<file path="src/rtl/biquad_escape_time_iterator_assert.svh">
// ----------------------------------------------------------------------------
// Assertion macros for the biquad escape-time iterator
// Implication and next-cycle forms with a common reset guard.
// ----------------------------------------------------------------------------
`ifndef BIQUAD_ESCAPE_TIME_ITERATOR_ASSERT_SVH
`define BIQUAD_ESCAPE_TIME_ITERATOR_ASSERT_SVH

// same-cycle implication
`define BETI_ASSERT_IMP(label, c, r, ante, cons, msg) \
	label: assert property (@(posedge c) disable iff (!r) (ante) |-> (cons)) \
		else $error(msg);

// next-cycle implication
`define BETI_ASSERT_NXT(label, c, r, ante, cons, msg) \
	label: assert property (@(posedge c) disable iff (!r) (ante) |=> (cons)) \
		else $error(msg);

`endif

</file>
<file path="src/rtl/beti_pkg.sv">
// ----------------------------------------------------------------------------
// beti_pkg
// Types, micro-op encodings and schedules for the escape-time iterator.
// ----------------------------------------------------------------------------
package beti_pkg;

	localparam int DATA_W    = 32;
	localparam int CNT_OUT_W = 16;
	localparam int CFG_IDX_W = 3;
	localparam int PH_W      = 5;

	localparam logic [CFG_IDX_W-1:0] CFG_LAMBDA_RE  = 3'd0;
	localparam logic [CFG_IDX_W-1:0] CFG_LAMBDA_IM  = 3'd1;
	localparam logic [CFG_IDX_W-1:0] CFG_COEF_RE    = 3'd2;
	localparam logic [CFG_IDX_W-1:0] CFG_COEF_IM    = 3'd3;
	localparam logic [CFG_IDX_W-1:0] CFG_ITER_LIMIT = 3'd4;

	localparam logic [PH_W-1:0] TEST_ISSUES = 5'd2;
	localparam logic [PH_W-1:0] TEST_LAST   = 5'd3;
	localparam logic [PH_W-1:0] STEP_ISSUES = 5'd16;
	localparam logic [PH_W-1:0] STEP_LAST   = 5'd16;

	typedef enum logic [1:0] {ST_IDLE, ST_TEST, ST_STEP, ST_FIN} beti_state_t;

	typedef enum logic [2:0] {A_XR, A_XI, A_CR, A_CI, A_LR, A_LI, A_WR, A_WI} beti_asel_t;
	typedef enum logic [2:0] {B_XR, B_XI, B_TR, B_YR, B_YI, B_UR1, B_UI} beti_bsel_t;
	typedef enum logic [1:0] {ACC_LOAD, ACC_ADD, ACC_SUB} beti_accop_t;
	typedef enum logic [3:0] {
		D_NONE, D_XR, D_XI, D_YR, D_YI, D_UR, D_UI, D_WR, D_WI, D_ESC
	} beti_dest_t;

	typedef struct packed {
		beti_asel_t  a;
		beti_bsel_t  b;
		beti_accop_t op;
		beti_dest_t  dest;
	} beti_uop_t;

	typedef struct packed {
		logic      start;
		logic      issue;
		beti_uop_t uop;
	} beti_ctl_t;

	typedef struct packed {
		logic sat;
		logic esc;
	} beti_sts_t;

	// escape test: |x|^2
	function automatic beti_uop_t test_uop(input logic [PH_W-1:0] ph);
		beti_uop_t u;
		case (ph)
			5'd0:    u = '{A_XR, B_XR, ACC_LOAD, D_NONE};
			5'd1:    u = '{A_XI, B_XI, ACC_ADD,  D_ESC};
			default: u = '{A_XR, B_XR, ACC_LOAD, D_NONE};
		endcase
		return u;
	endfunction

	// one map step: y = x(1+x), u = a*y, w = lambda*y, x = w(1+u)
	function automatic beti_uop_t step_uop(input logic [PH_W-1:0] ph);
		beti_uop_t u;
		case (ph)
			5'd0:    u = '{A_XR, B_TR,  ACC_LOAD, D_NONE};
			5'd1:    u = '{A_XI, B_XI,  ACC_SUB,  D_YR};
			5'd2:    u = '{A_XR, B_XI,  ACC_LOAD, D_NONE};
			5'd3:    u = '{A_XI, B_TR,  ACC_ADD,  D_YI};
			5'd4:    u = '{A_CI, B_YR,  ACC_LOAD, D_NONE};
			5'd5:    u = '{A_CR, B_YI,  ACC_ADD,  D_UI};
			5'd6:    u = '{A_CR, B_YR,  ACC_LOAD, D_NONE};
			5'd7:    u = '{A_CI, B_YI,  ACC_SUB,  D_UR};
			5'd8:    u = '{A_LR, B_YR,  ACC_LOAD, D_NONE};
			5'd9:    u = '{A_LI, B_YI,  ACC_SUB,  D_WR};
			5'd10:   u = '{A_LR, B_YI,  ACC_LOAD, D_NONE};
			5'd11:   u = '{A_LI, B_YR,  ACC_ADD,  D_WI};
			5'd12:   u = '{A_WR, B_UR1, ACC_LOAD, D_NONE};
			5'd13:   u = '{A_WI, B_UI,  ACC_SUB,  D_XR};
			5'd14:   u = '{A_WR, B_UI,  ACC_LOAD, D_NONE};
			5'd15:   u = '{A_WI, B_UR1, ACC_ADD,  D_XI};
			default: u = '{A_XR, B_XR,  ACC_LOAD, D_NONE};
		endcase
		return u;
	endfunction

endpackage

</file>
<file path="src/rtl/beti_if.sv">
// ----------------------------------------------------------------------------
// beti_if
// Valid/ready channels for start points and results.
// ----------------------------------------------------------------------------
interface beti_in_if;
	logic               valid;
	logic               ready;
	logic               opcode;
	logic signed [31:0] start_re;
	logic signed [31:0] start_im;

	modport source (output valid, opcode, start_re, start_im, input ready);
	modport sink   (input valid, opcode, start_re, start_im, output ready);
endinterface

interface beti_out_if;
	logic               valid;
	logic               ready;
	logic [15:0]        iterations;
	logic               bounded;
	logic signed [31:0] next_re;
	logic signed [31:0] next_im;

	modport source (output valid, iterations, bounded, next_re, next_im, input ready);
	modport sink   (input valid, iterations, bounded, next_re, next_im, output ready);
endinterface

</file>
<file path="src/rtl/beti_dp.sv">
// ----------------------------------------------------------------------------
// beti_dp
// Shared 32x32 multiplier, 65-bit accumulator and complex operand registers.
// ----------------------------------------------------------------------------
module beti_dp import beti_pkg::*; #(
	parameter int FRAC_BITS = 24
) (
	input  logic                     clk,
	input  logic                     arst_n,
	input  beti_ctl_t                ctl,
	input  logic signed [DATA_W-1:0] start_re,
	input  logic signed [DATA_W-1:0] start_im,
	input  logic signed [DATA_W-1:0] lambda_re,
	input  logic signed [DATA_W-1:0] lambda_im,
	input  logic signed [DATA_W-1:0] coef_re,
	input  logic signed [DATA_W-1:0] coef_im,
	output beti_sts_t                sts,
	output logic signed [DATA_W-1:0] x_re,
	output logic signed [DATA_W-1:0] x_im
);

	localparam logic signed [DATA_W:0] ONE     = 33'sd1 <<< FRAC_BITS;
	localparam logic signed [64:0]     ESC_LIM = 65'sd10 <<< (2 * FRAC_BITS);

	logic signed [DATA_W-1:0] xr_q, xi_q, yr_q, yi_q, ur_q, ui_q, wr_q, wi_q;
	logic signed [DATA_W-1:0] a_op, b_op;
	logic [DATA_W:0]          t_sum, ur1_sum;
	logic signed [63:0]       prod;
	logic signed [63:0]       prod_s1;
	beti_accop_t              op_s1;
	beti_dest_t               dest_s1;
	logic                     vld_s1;
	logic signed [64:0]       acc_q, acc_next, scaled;
	logic                     fits;
	logic signed [DATA_W-1:0] res;
	logic                     sat_q, esc_q;
	logic                     add_sat;

	// {saturated, value} of v + 1.0
	function automatic logic [DATA_W:0] add_one(input logic signed [DATA_W-1:0] v);
		logic signed [DATA_W:0] s;
		s = {v[DATA_W-1], v} + ONE;
		if (s[DATA_W] != s[DATA_W-1])
			return {1'b1, s[DATA_W] ? 32'sh8000_0000 : 32'sh7fff_ffff};
		return {1'b0, s[DATA_W-1:0]};
	endfunction

	assign t_sum   = add_one(xr_q);
	assign ur1_sum = add_one(ur_q);

	always_comb begin
		case (ctl.uop.a)
			A_XR:    a_op = xr_q;
			A_XI:    a_op = xi_q;
			A_CR:    a_op = coef_re;
			A_CI:    a_op = coef_im;
			A_LR:    a_op = lambda_re;
			A_LI:    a_op = lambda_im;
			A_WR:    a_op = wr_q;
			A_WI:    a_op = wi_q;
			default: a_op = xr_q;
		endcase
	end

	always_comb begin
		add_sat = 1'b0;
		case (ctl.uop.b)
			B_XR:  b_op = xr_q;
			B_XI:  b_op = xi_q;
			B_TR: begin
				b_op    = t_sum[DATA_W-1:0];
				add_sat = t_sum[DATA_W];
			end
			B_YR:  b_op = yr_q;
			B_YI:  b_op = yi_q;
			B_UR1: begin
				b_op    = ur1_sum[DATA_W-1:0];
				add_sat = ur1_sum[DATA_W];
			end
			B_UI:    b_op = ui_q;
			default: b_op = xr_q;
		endcase
	end

	assign prod = a_op * b_op;

	always_comb begin
		case (op_s1)
			ACC_LOAD: acc_next = {prod_s1[63], prod_s1};
			ACC_ADD:  acc_next = acc_q + {prod_s1[63], prod_s1};
			ACC_SUB:  acc_next = acc_q - {prod_s1[63], prod_s1};
			default:  acc_next = {prod_s1[63], prod_s1};
		endcase
	end

	assign scaled = acc_next >>> FRAC_BITS;
	assign fits   = (&scaled[64:DATA_W-1]) | ~(|scaled[64:DATA_W-1]);
	assign res    = fits ? scaled[DATA_W-1:0]
	                     : (scaled[64] ? 32'sh8000_0000 : 32'sh7fff_ffff);

	always_ff @(posedge clk or negedge arst_n) begin
		if (!arst_n) begin
			vld_s1 <= 1'b0;
			sat_q  <= 1'b0;
			esc_q  <= 1'b0;
		end else begin
			vld_s1 <= ctl.issue;
			if (ctl.start) begin
				sat_q <= 1'b0;
				esc_q <= 1'b0;
			end else begin
				if ((ctl.issue && add_sat) ||
				    (vld_s1 && !fits && dest_s1 != D_NONE && dest_s1 != D_ESC))
					sat_q <= 1'b1;
				if (vld_s1 && dest_s1 == D_ESC)
					esc_q <= (acc_next >= ESC_LIM);
			end
		end
	end

	always_ff @(posedge clk) begin
		prod_s1 <= prod;
		op_s1   <= ctl.uop.op;
		dest_s1 <= ctl.uop.dest;
		if (vld_s1)
			acc_q <= acc_next;
		if (ctl.start) begin
			xr_q <= start_re;
			xi_q <= start_im;
		end else if (vld_s1) begin
			case (dest_s1)
				D_XR:    xr_q <= res;
				D_XI:    xi_q <= res;
				D_YR:    yr_q <= res;
				D_YI:    yi_q <= res;
				D_UR:    ur_q <= res;
				D_UI:    ui_q <= res;
				D_WR:    wr_q <= res;
				D_WI:    wi_q <= res;
				default: ;
			endcase
		end
	end

	assign sts.sat = sat_q;
	assign sts.esc = esc_q;
	assign x_re    = xr_q;
	assign x_im    = xi_q;

endmodule

</file>
<file path="src/rtl/beti_seq.sv">
// ----------------------------------------------------------------------------
// beti_seq
// Sequencer: escape test, map step, iteration count and finish.
// ----------------------------------------------------------------------------
module beti_seq import beti_pkg::*; #(
	parameter int COUNT_BITS = 16
) (
	input  logic                  clk,
	input  logic                  arst_n,
	input  logic                  in_valid,
	input  logic                  in_opcode,
	input  logic [COUNT_BITS-1:0] lim,
	input  beti_sts_t             sts,
	input  logic                  out_free,
	output logic                  in_ready,
	output beti_ctl_t             ctl,
	output logic                  fin,
	output logic                  op_step,
	output logic                  bounded,
	output logic [COUNT_BITS-1:0] count
);

	beti_state_t           state_q, state_d;
	logic [PH_W-1:0]       ph_q;
	logic [COUNT_BITS-1:0] cnt_q;
	logic                  op_q;
	logic                  stop;

	assign stop = (cnt_q >= lim) || sts.sat || sts.esc;

	always_comb begin
		state_d = state_q;
		case (state_q)
			ST_IDLE: begin
				if (in_valid)
					state_d = in_opcode ? ST_STEP : ST_TEST;
			end
			ST_TEST: begin
				if (ph_q == TEST_LAST)
					state_d = stop ? ST_FIN : ST_STEP;
			end
			ST_STEP: begin
				if (ph_q == STEP_LAST)
					state_d = op_q ? ST_FIN : ST_TEST;
			end
			ST_FIN: begin
				if (out_free)
					state_d = ST_IDLE;
			end
			default: state_d = ST_IDLE;
		endcase
	end

	always_comb begin
		in_ready  = 1'b0;
		fin       = 1'b0;
		ctl.start = 1'b0;
		ctl.issue = 1'b0;
		ctl.uop   = step_uop(ph_q);
		case (state_q)
			ST_IDLE: begin
				in_ready  = 1'b1;
				ctl.start = in_valid;
			end
			ST_TEST: begin
				ctl.issue = (ph_q < TEST_ISSUES);
				ctl.uop   = test_uop(ph_q);
			end
			ST_STEP: begin
				ctl.issue = (ph_q < STEP_ISSUES);
			end
			ST_FIN: begin
				fin = out_free;
			end
			default: ;
		endcase
	end

	always_ff @(posedge clk or negedge arst_n) begin
		if (!arst_n) begin
			state_q <= ST_IDLE;
			ph_q    <= '0;
			cnt_q   <= '0;
			op_q    <= 1'b0;
		end else begin
			state_q <= state_d;
			ph_q    <= (state_d != state_q) ? '0 : ph_q + 1'b1;
			if (state_q == ST_IDLE && in_valid) begin
				cnt_q <= '0;
				op_q  <= in_opcode;
			end else if (state_q == ST_STEP && ph_q == STEP_LAST && !op_q) begin
				cnt_q <= cnt_q + 1'b1;
			end
		end
	end

	assign op_step = op_q;
	assign bounded = !op_q && (cnt_q >= lim);
	assign count   = cnt_q;

endmodule

</file>
<file path="src/rtl/biquad_escape_time_iterator.sv">
// ----------------------------------------------------------------------------
// biquad_escape_time_iterator
// Escape-time iteration of y = x(1+x), x = lambda*y*(1+a*y) in signed Q8.24.
//
//   channel  dir  payload
//   pixel    in   opcode, start_re, start_im
//   result   out  iterations, bounded, next_re, next_im
//   cfg_*    in   write enable, register index, data
//
// One 32x32 multiplier is shared: 16 products per map step, 2 per escape test.
// A new start point is taken once the previous result sits in the output
// register; a stalled result holds until taken. Reset clears control and
// returns the registers to lambda = 1.0, a = 0, limit = 100.
// ----------------------------------------------------------------------------
`include "biquad_escape_time_iterator_assert.svh"

module biquad_escape_time_iterator import beti_pkg::*; #(
	parameter int FRAC_BITS  = 24,
	parameter int COUNT_BITS = 16
) (
	input  logic                 clk,
	input  logic                 arst_n,
	input  logic                 cfg_we,
	input  logic [CFG_IDX_W-1:0] cfg_index,
	input  logic [DATA_W-1:0]    cfg_data,
	beti_in_if.sink              pixel,
	beti_out_if.source           result
);

	localparam int CAP = (1 << COUNT_BITS) - 1;

	logic signed [DATA_W-1:0] lambda_re_q, lambda_im_q, coef_re_q, coef_im_q;
	logic [CNT_OUT_W-1:0]     iter_limit_q;
	logic [31:0]              lim_w;
	logic [COUNT_BITS-1:0]    lim;
	beti_ctl_t                ctl;
	beti_sts_t                sts;
	logic signed [DATA_W-1:0] x_re, x_im;
	logic                     fin, op_step, bnd, out_free;
	logic [COUNT_BITS-1:0]    count;
	logic [31:0]              count_w;

	logic                     res_valid_q;
	logic [CNT_OUT_W-1:0]     res_iter_q;
	logic                     res_bnd_q;
	logic signed [DATA_W-1:0] res_re_q, res_im_q;

	always_ff @(posedge clk or negedge arst_n) begin
		if (!arst_n) begin
			lambda_re_q  <= 32'sd1 <<< FRAC_BITS;
			lambda_im_q  <= '0;
			coef_re_q    <= '0;
			coef_im_q    <= '0;
			iter_limit_q <= 16'd100;
		end else if (cfg_we) begin
			case (cfg_index)
				CFG_LAMBDA_RE:  lambda_re_q  <= cfg_data;
				CFG_LAMBDA_IM:  lambda_im_q  <= cfg_data;
				CFG_COEF_RE:    coef_re_q    <= cfg_data;
				CFG_COEF_IM:    coef_im_q    <= cfg_data;
				CFG_ITER_LIMIT: iter_limit_q <= cfg_data[CNT_OUT_W-1:0];
				default: ;
			endcase
		end
	end

	assign lim_w = (32'(iter_limit_q) < 32'(CAP)) ? 32'(iter_limit_q) : 32'(CAP);
	assign lim   = lim_w[COUNT_BITS-1:0];

	assign out_free = !res_valid_q || result.ready;

	beti_seq #(.COUNT_BITS(COUNT_BITS)) u_seq (
		.clk       (clk),
		.arst_n    (arst_n),
		.in_valid  (pixel.valid),
		.in_opcode (pixel.opcode),
		.lim       (lim),
		.sts       (sts),
		.out_free  (out_free),
		.in_ready  (pixel.ready),
		.ctl       (ctl),
		.fin       (fin),
		.op_step   (op_step),
		.bounded   (bnd),
		.count     (count)
	);

	beti_dp #(.FRAC_BITS(FRAC_BITS)) u_dp (
		.clk       (clk),
		.arst_n    (arst_n),
		.ctl       (ctl),
		.start_re  (pixel.start_re),
		.start_im  (pixel.start_im),
		.lambda_re (lambda_re_q),
		.lambda_im (lambda_im_q),
		.coef_re   (coef_re_q),
		.coef_im   (coef_im_q),
		.sts       (sts),
		.x_re      (x_re),
		.x_im      (x_im)
	);

	assign count_w = 32'(count);

	always_ff @(posedge clk or negedge arst_n) begin
		if (!arst_n)
			res_valid_q <= 1'b0;
		else if (fin)
			res_valid_q <= 1'b1;
		else if (result.ready)
			res_valid_q <= 1'b0;
	end

	always_ff @(posedge clk) begin
		if (fin) begin
			res_iter_q <= (op_step || bnd) ? '0 : count_w[CNT_OUT_W-1:0];
			res_bnd_q  <= bnd;
			res_re_q   <= op_step ? x_re : '0;
			res_im_q   <= op_step ? x_im : '0;
		end
	end

	assign result.valid      = res_valid_q;
	assign result.iterations = res_iter_q;
	assign result.bounded    = res_bnd_q;
	assign result.next_re    = res_re_q;
	assign result.next_im    = res_im_q;

	`BETI_ASSERT_NXT(a_busy_after_accept, clk, arst_n, pixel.valid && pixel.ready,
		!pixel.ready, "input taken while a transaction is in progress")
	`BETI_ASSERT_IMP(a_bounded_zero_count, clk, arst_n, result.valid && result.bounded,
		result.iterations == '0, "bounded result with non-zero count")
	`BETI_ASSERT_IMP(a_point_only_on_step, clk, arst_n,
		result.valid && (result.next_re != '0 || result.next_im != '0),
		!result.bounded && result.iterations == '0, "point returned on iterate transaction")

endmodule
</file>
<file path="src/flat_wrapper.sv">
// flat-port wrapper written by rule: the top's interface ports become plain ports
module biquad_escape_time_iterator_flat import beti_pkg::*;
#(
	parameter int FRAC_BITS  = 24,
	parameter int COUNT_BITS = 16
)
  (clk, arst_n, cfg_we, cfg_index, cfg_data, pixel_valid, pixel_opcode, pixel_start_re, pixel_start_im, pixel_ready, result_valid, result_iterations, result_bounded, result_next_re, result_next_im, result_ready);
  beti_in_if pixel_i ();
  beti_out_if result_i ();
  input  logic clk;
  input  logic arst_n;
  input  logic cfg_we;
  input  logic [CFG_IDX_W-1:0] cfg_index;
  input  logic [DATA_W-1:0] cfg_data;
  input wire logic [$bits(pixel_i.valid)-1:0] pixel_valid;
  input wire logic [$bits(pixel_i.opcode)-1:0] pixel_opcode;
  input wire logic [$bits(pixel_i.start_re)-1:0] pixel_start_re;
  input wire logic [$bits(pixel_i.start_im)-1:0] pixel_start_im;
  output wire logic [$bits(pixel_i.ready)-1:0] pixel_ready;
  output wire logic [$bits(result_i.valid)-1:0] result_valid;
  output wire logic [$bits(result_i.iterations)-1:0] result_iterations;
  output wire logic [$bits(result_i.bounded)-1:0] result_bounded;
  output wire logic [$bits(result_i.next_re)-1:0] result_next_re;
  output wire logic [$bits(result_i.next_im)-1:0] result_next_im;
  input wire logic [$bits(result_i.ready)-1:0] result_ready;
  assign pixel_i.valid = pixel_valid;
  assign pixel_i.opcode = pixel_opcode;
  assign pixel_i.start_re = pixel_start_re;
  assign pixel_i.start_im = pixel_start_im;
  assign pixel_ready = pixel_i.ready;
  assign result_valid = result_i.valid;
  assign result_iterations = result_i.iterations;
  assign result_bounded = result_i.bounded;
  assign result_next_re = result_i.next_re;
  assign result_next_im = result_i.next_im;
  assign result_i.ready = result_ready;
  biquad_escape_time_iterator #(.FRAC_BITS(FRAC_BITS), .COUNT_BITS(COUNT_BITS)) u_core (.clk(clk), .arst_n(arst_n), .cfg_we(cfg_we), .cfg_index(cfg_index), .cfg_data(cfg_data), .pixel(pixel_i), .result(result_i));
endmodule
</file>
<file path="config.mk">
export PLATFORM = sky130hd
export DESIGN_NAME = biquad_escape_time_iterator_flat
export DESIGN_NICKNAME = d
export VERILOG_FILES = /design/src/rtl/beti_pkg.sv /design/src/rtl/beti_if.sv /design/src/rtl/beti_dp.sv /design/src/rtl/beti_seq.sv /design/src/rtl/biquad_escape_time_iterator.sv /design/src/flat_wrapper.sv
export VERILOG_INCLUDE_DIRS = /design/src /design/src/rtl
export SDC_FILE = /design/constraint.sdc
export NUM_CORES = 2
export LEC_CHECK = 0
export BUFFER_PORTS_ARGS = -buffer_cell sky130_fd_sc_hd__clkbuf_2
export CORE_MARGIN = 2
export CORE_UTILIZATION = 40
export DETAILED_ROUTE_END_ITERATION = 8
export GPL_TIMING_DRIVEN = 0
export PLACE_DENSITY = 0.51
export SYNTH_ARGS = -nofsm -noshare
export SYNTH_HDL_FRONTEND = slang
export SYNTH_SLANG_ARGS = --single-unit
export TNS_END_PERCENT = 50
</file>
<file path="constraint.sdc">
create_clock -name clk -period 14.4 [get_ports clk]
set_input_delay 1.44 -clock clk [delete_from_list [all_inputs] [get_ports clk]]
set_output_delay 1.44 -clock clk [all_outputs]
set_load 0.02 [all_outputs]
</file>
==> results.sh <==
export IMPL_htreeDepth=3
export IMPL_cts_tree="built"
export IMPL_port_buffers=187
export IMPL_drc=0
export IMPL_synth_cell_types=100
export IMPL_route_met3_wl_microns=26900
export IMPL_synthesis_nets=8507
export IMPL_start_util_pct=40.3
export IMPL_maxCapViolations=1
export IMPL_clk_latency_ns=0.68
export IMPL_cp_start_kind="flip-flop"
export IMPL_ys_seq_elements=644
export IMPL_status="finished, violations left"
export IMPL_post_cts_resized=0
export IMPL_crit_path_max_incr_delay_ns=0.85
export IMPL_crit_required_ns=14.96
export IMPL_largest_reg_flops=65
export IMPL_die_area_sq_um=174000
export IMPL_drive_above_1_share_pct=9.35
export IMPL_drt_met1_wl_microns=126000
export IMPL_via_per_inst=5.70
export IMPL_critPathMostFrequentCell="fa_1"
export IMPL_drt_iter0_markers=6116
export IMPL_ys_warnings_count=0
export IMPL_num_rows=151
export IMPL_fillCellCount=16600
export IMPL_postCtsSetupBuffers=0
export IMPL_fin_crit_ns=14.04
export IMPL_dpl_hpwl_microns=244000
export IMPL_endpoint_kind="flip-flop"
export IMPL_grt_pass1_vias=55200
export IMPL_top_regs="u_core.u_dp.acc_q: 65 flops, u_core.u_dp.prod_s1: 64 flops"
export IMPL_setup_viol=0
export IMPL_numClockSinks=644
export IMPL_cts_root_buf="clkbuf_16"
export IMPL_instances_no_fill=9643
export IMPL_path_class="flip-flop to flip-flop"
export IMPL_finClkSkew_ns=0.0431
export IMPL_top_register="u_core.u_dp.acc_q"
export IMPL_wire_per_inst_microns=30.4
export IMPL_tightest_slew_ns=1.59
export IMPL_antenna_found_initial=23
export IMPL_route_top_layer_used="met5"
export IMPL_core_sq_um=169000
export IMPL_yosysTopAreaCell="fa_1"
export IMPL_max_slew_margin_pct=-6.66
export IMPL_finalWorstSetupSlack_ns=0.357
export IMPL_fmax_mhz=71.2
export IMPL_synth_area_per_cell_sq_um=9.71
export IMPL_netlist_instances=7039
export IMPL_cts_buffer_depth=3
export IMPL_syn_to_final_growth_pct=10.7
export IMPL_wl_met2_microns=125000
export IMPL_grt_setup_unrepaired="no"
export IMPL_slowest_stage="clkdlybuf4s15_1"
export IMPL_ys_flop_type="edfxtp_1"
export IMPL_synthTopCellsByArea="fa_1 (32%), edfxtp_1 (18%), dfrtp_1 (6.2%), inv_1 (6.0%), nand2_1 (5.3%)"
export IMPL_grt_max_degree=112
export IMPL_die_h_microns=417
export IMPL_dr_pass1_iters=9
export IMPL_drt_antenna_violating_nets=0
export IMPL_period_share_pct=97.5
export IMPL_ys_seq_area_share_pct=26.0
export IMPL_io_pins=188
export IMPL_finalWirelength_microns=293000
export IMPL_synth_edf_count=402
export IMPL_grt_overflow=0
export IMPL_path_clk_slew_ns=0.06
export IMPL_dp_cells=9491
export IMPL_hold_viol=0
export IMPL_gp_congestion=0.989
export IMPL_hp_class="flip-flop to flip-flop"
export IMPL_grt_pass1_wl_microns=416000
export IMPL_cts_hold_buf=0
export IMPL_path_max_fanout=10
export IMPL_via_count=55000
export IMPL_syn_area_sq_um=68300
export IMPL_tns_ns=0
export IMPL_grt_use_total_pct=33.9
export IMPL_synth_top_area_share_pct=31.8
export IMPL_arrival_ns=14.61
export IMPL_slew_viol_final=10
export IMPL_async_flop_share_pct=26.7
export IMPL_cts_buffers_inserted=76
export IMPL_layout_nets=8819
export IMPL_die_w_microns=417
export IMPL_place_ws_ns=0.411
export IMPL_violations="capacitance limit, slew limit"
[worst paths after layout]
path                                                    startpoint                            endpoint  slack, ns  cells past startpoint
min in group asynchronous                                   arst_n     u_core.result.valid$_DFFE_PN0P_       0.76                      1
worst max register to register   u_core.u_seq.state_q[1]$_DFF_PN0_     u_core.u_dp.prod_s1[63]$_DFF_P_       0.36                     33
max in group asynchronous                                   arst_n  u_core.iter_limit_q[4]$_DFFE_PN0P_      12.63                      2
worst min-delay path            u_core.iter_limit_q[2]$_DFFE_PN1P_  u_core.iter_limit_q[2]$_DFFE_PN1P_       0.50                      2
worst max-delay path             u_core.u_seq.state_q[1]$_DFF_PN0_     u_core.u_dp.prod_s1[63]$_DFF_P_       0.36                     33
worst min register to register  u_core.iter_limit_q[2]$_DFFE_PN1P_  u_core.iter_limit_q[2]$_DFFE_PN1P_       0.50                      2
[through the flow]
step                      hold slack, ns  utilization, %  instance area [sq um]
final                              0.504            44.6                  75600
after global routing               0.516            44.6                  75600
after CTS                          0.508            44.6                  75500
after detailed placement           0.494            43.0                  72900
after global placement             0.484            42.5                  72000
after floorplan                    0.475               -                  68300
[Yosys cell counts, drive strengths merged (26+ instances only)]
cell and instances:
inv 1102, fa 1084, nand2 963, nor2 724, edfxtp 402, ha 279
a21oi 272, clkbuf 251, o21ai 229, dfrtp 168, xnor2 155, nand3 154
mux2 131, and2 125, buf 110, dfxtp 70, nor3 68, a21o 65
xor2 58, nand4 48, a31oi 45, a221oi 40, a222oi 35, a221o 33
nor2b 32, o21a 31, nand2b 30, or3 26
[layout by cell type (no fill, tap or decap), types with 29 or more instances in the layout]
| master | n |
|---|---|
| a21o_1 | 65 |
| a21oi_1 | 261 |
| a221o_1 | 32 |
| a222oi_1 | 35 |
| a31oi_1 | 45 |
| and2_1 | 123 |
| buf_1 | 29 |
| buf_2 | 66 |
| clkbuf_1 | 257 |
| clkbuf_16 | 79 |
| clkbuf_2 | 194 |
| dfrtp_1 | 167 |
| dfxtp_1 | 70 |
| edfxtp_1 | 402 |
| fa_1 | 1083 |
| ha_1 | 279 |
| inv_1 | 1101 |
| mux2_2 | 131 |
| nand2_1 | 962 |
| nand2b_1 | 30 |
| nand3_1 | 154 |
| nand4_1 | 48 |
| nor2_1 | 712 |
| nor2b_1 | 32 |
| nor3_1 | 63 |
| o21a_1 | 31 |
| o21ai_0 | 194 |
| xnor2_1 | 155 |
| xor2_1 | 58 |
[layout make-up]
class / count / area (sq um) / area share [%]
Multi-Input combinational cell: 4931 / 45100 / 59.7
Sequential cell: 644 / 17800 / 23.5
Inverter: 1103 / 4140 / 5.48
Tap cell: 2218 / 2780 / 3.67
Clock buffer: 102 / 2140 / 2.84
Timing Repair Buffer: 234 / 1570 / 2.08
Buffer: 361 / 1560 / 2.07
Clock inverter: 39 / 493 / 0.652
Antenna cell: 11 / 27.5 / 0.0364
[routing by layer]
metal	global-route usage [%]	up-vias
met5	0	-
li1	-	23300
met3	6.41	483
met2	49.9	2666
met4	14.7	10
met1	48.7	28600
[cells by family after synthesis]
| family | count (synthesis) | share of synthesized area (%) |
|---|---|---|
| muxes | 151 | 2.49 |
| adders and majority gates | 1363 | 36.9 |
| buffers and inverters | 1464 | 8.31 |
| xor gates and xnor gates | 213 | 2.73 |
| and+or+nand+nor | 2268 | 14.4 |
| AOI/OAI and AO/OA | 936 | 9.15 |
| DFF | 644 | 26.0 |
[worst max-delay path, delay by kind of cell (launching register included)]
kind,cells,cell delay [ns]
compound gates,8,2.23
xor+xnor,1,0.15
fa+ha+maj,10,4.89
buf+inv,7,3.22
flops,1,0.44
simple gates,7,2.95
Power is left out: the tool's default activity adds up to more than one toggle a clock period on the data nets, which glitch-free logic cannot reach.
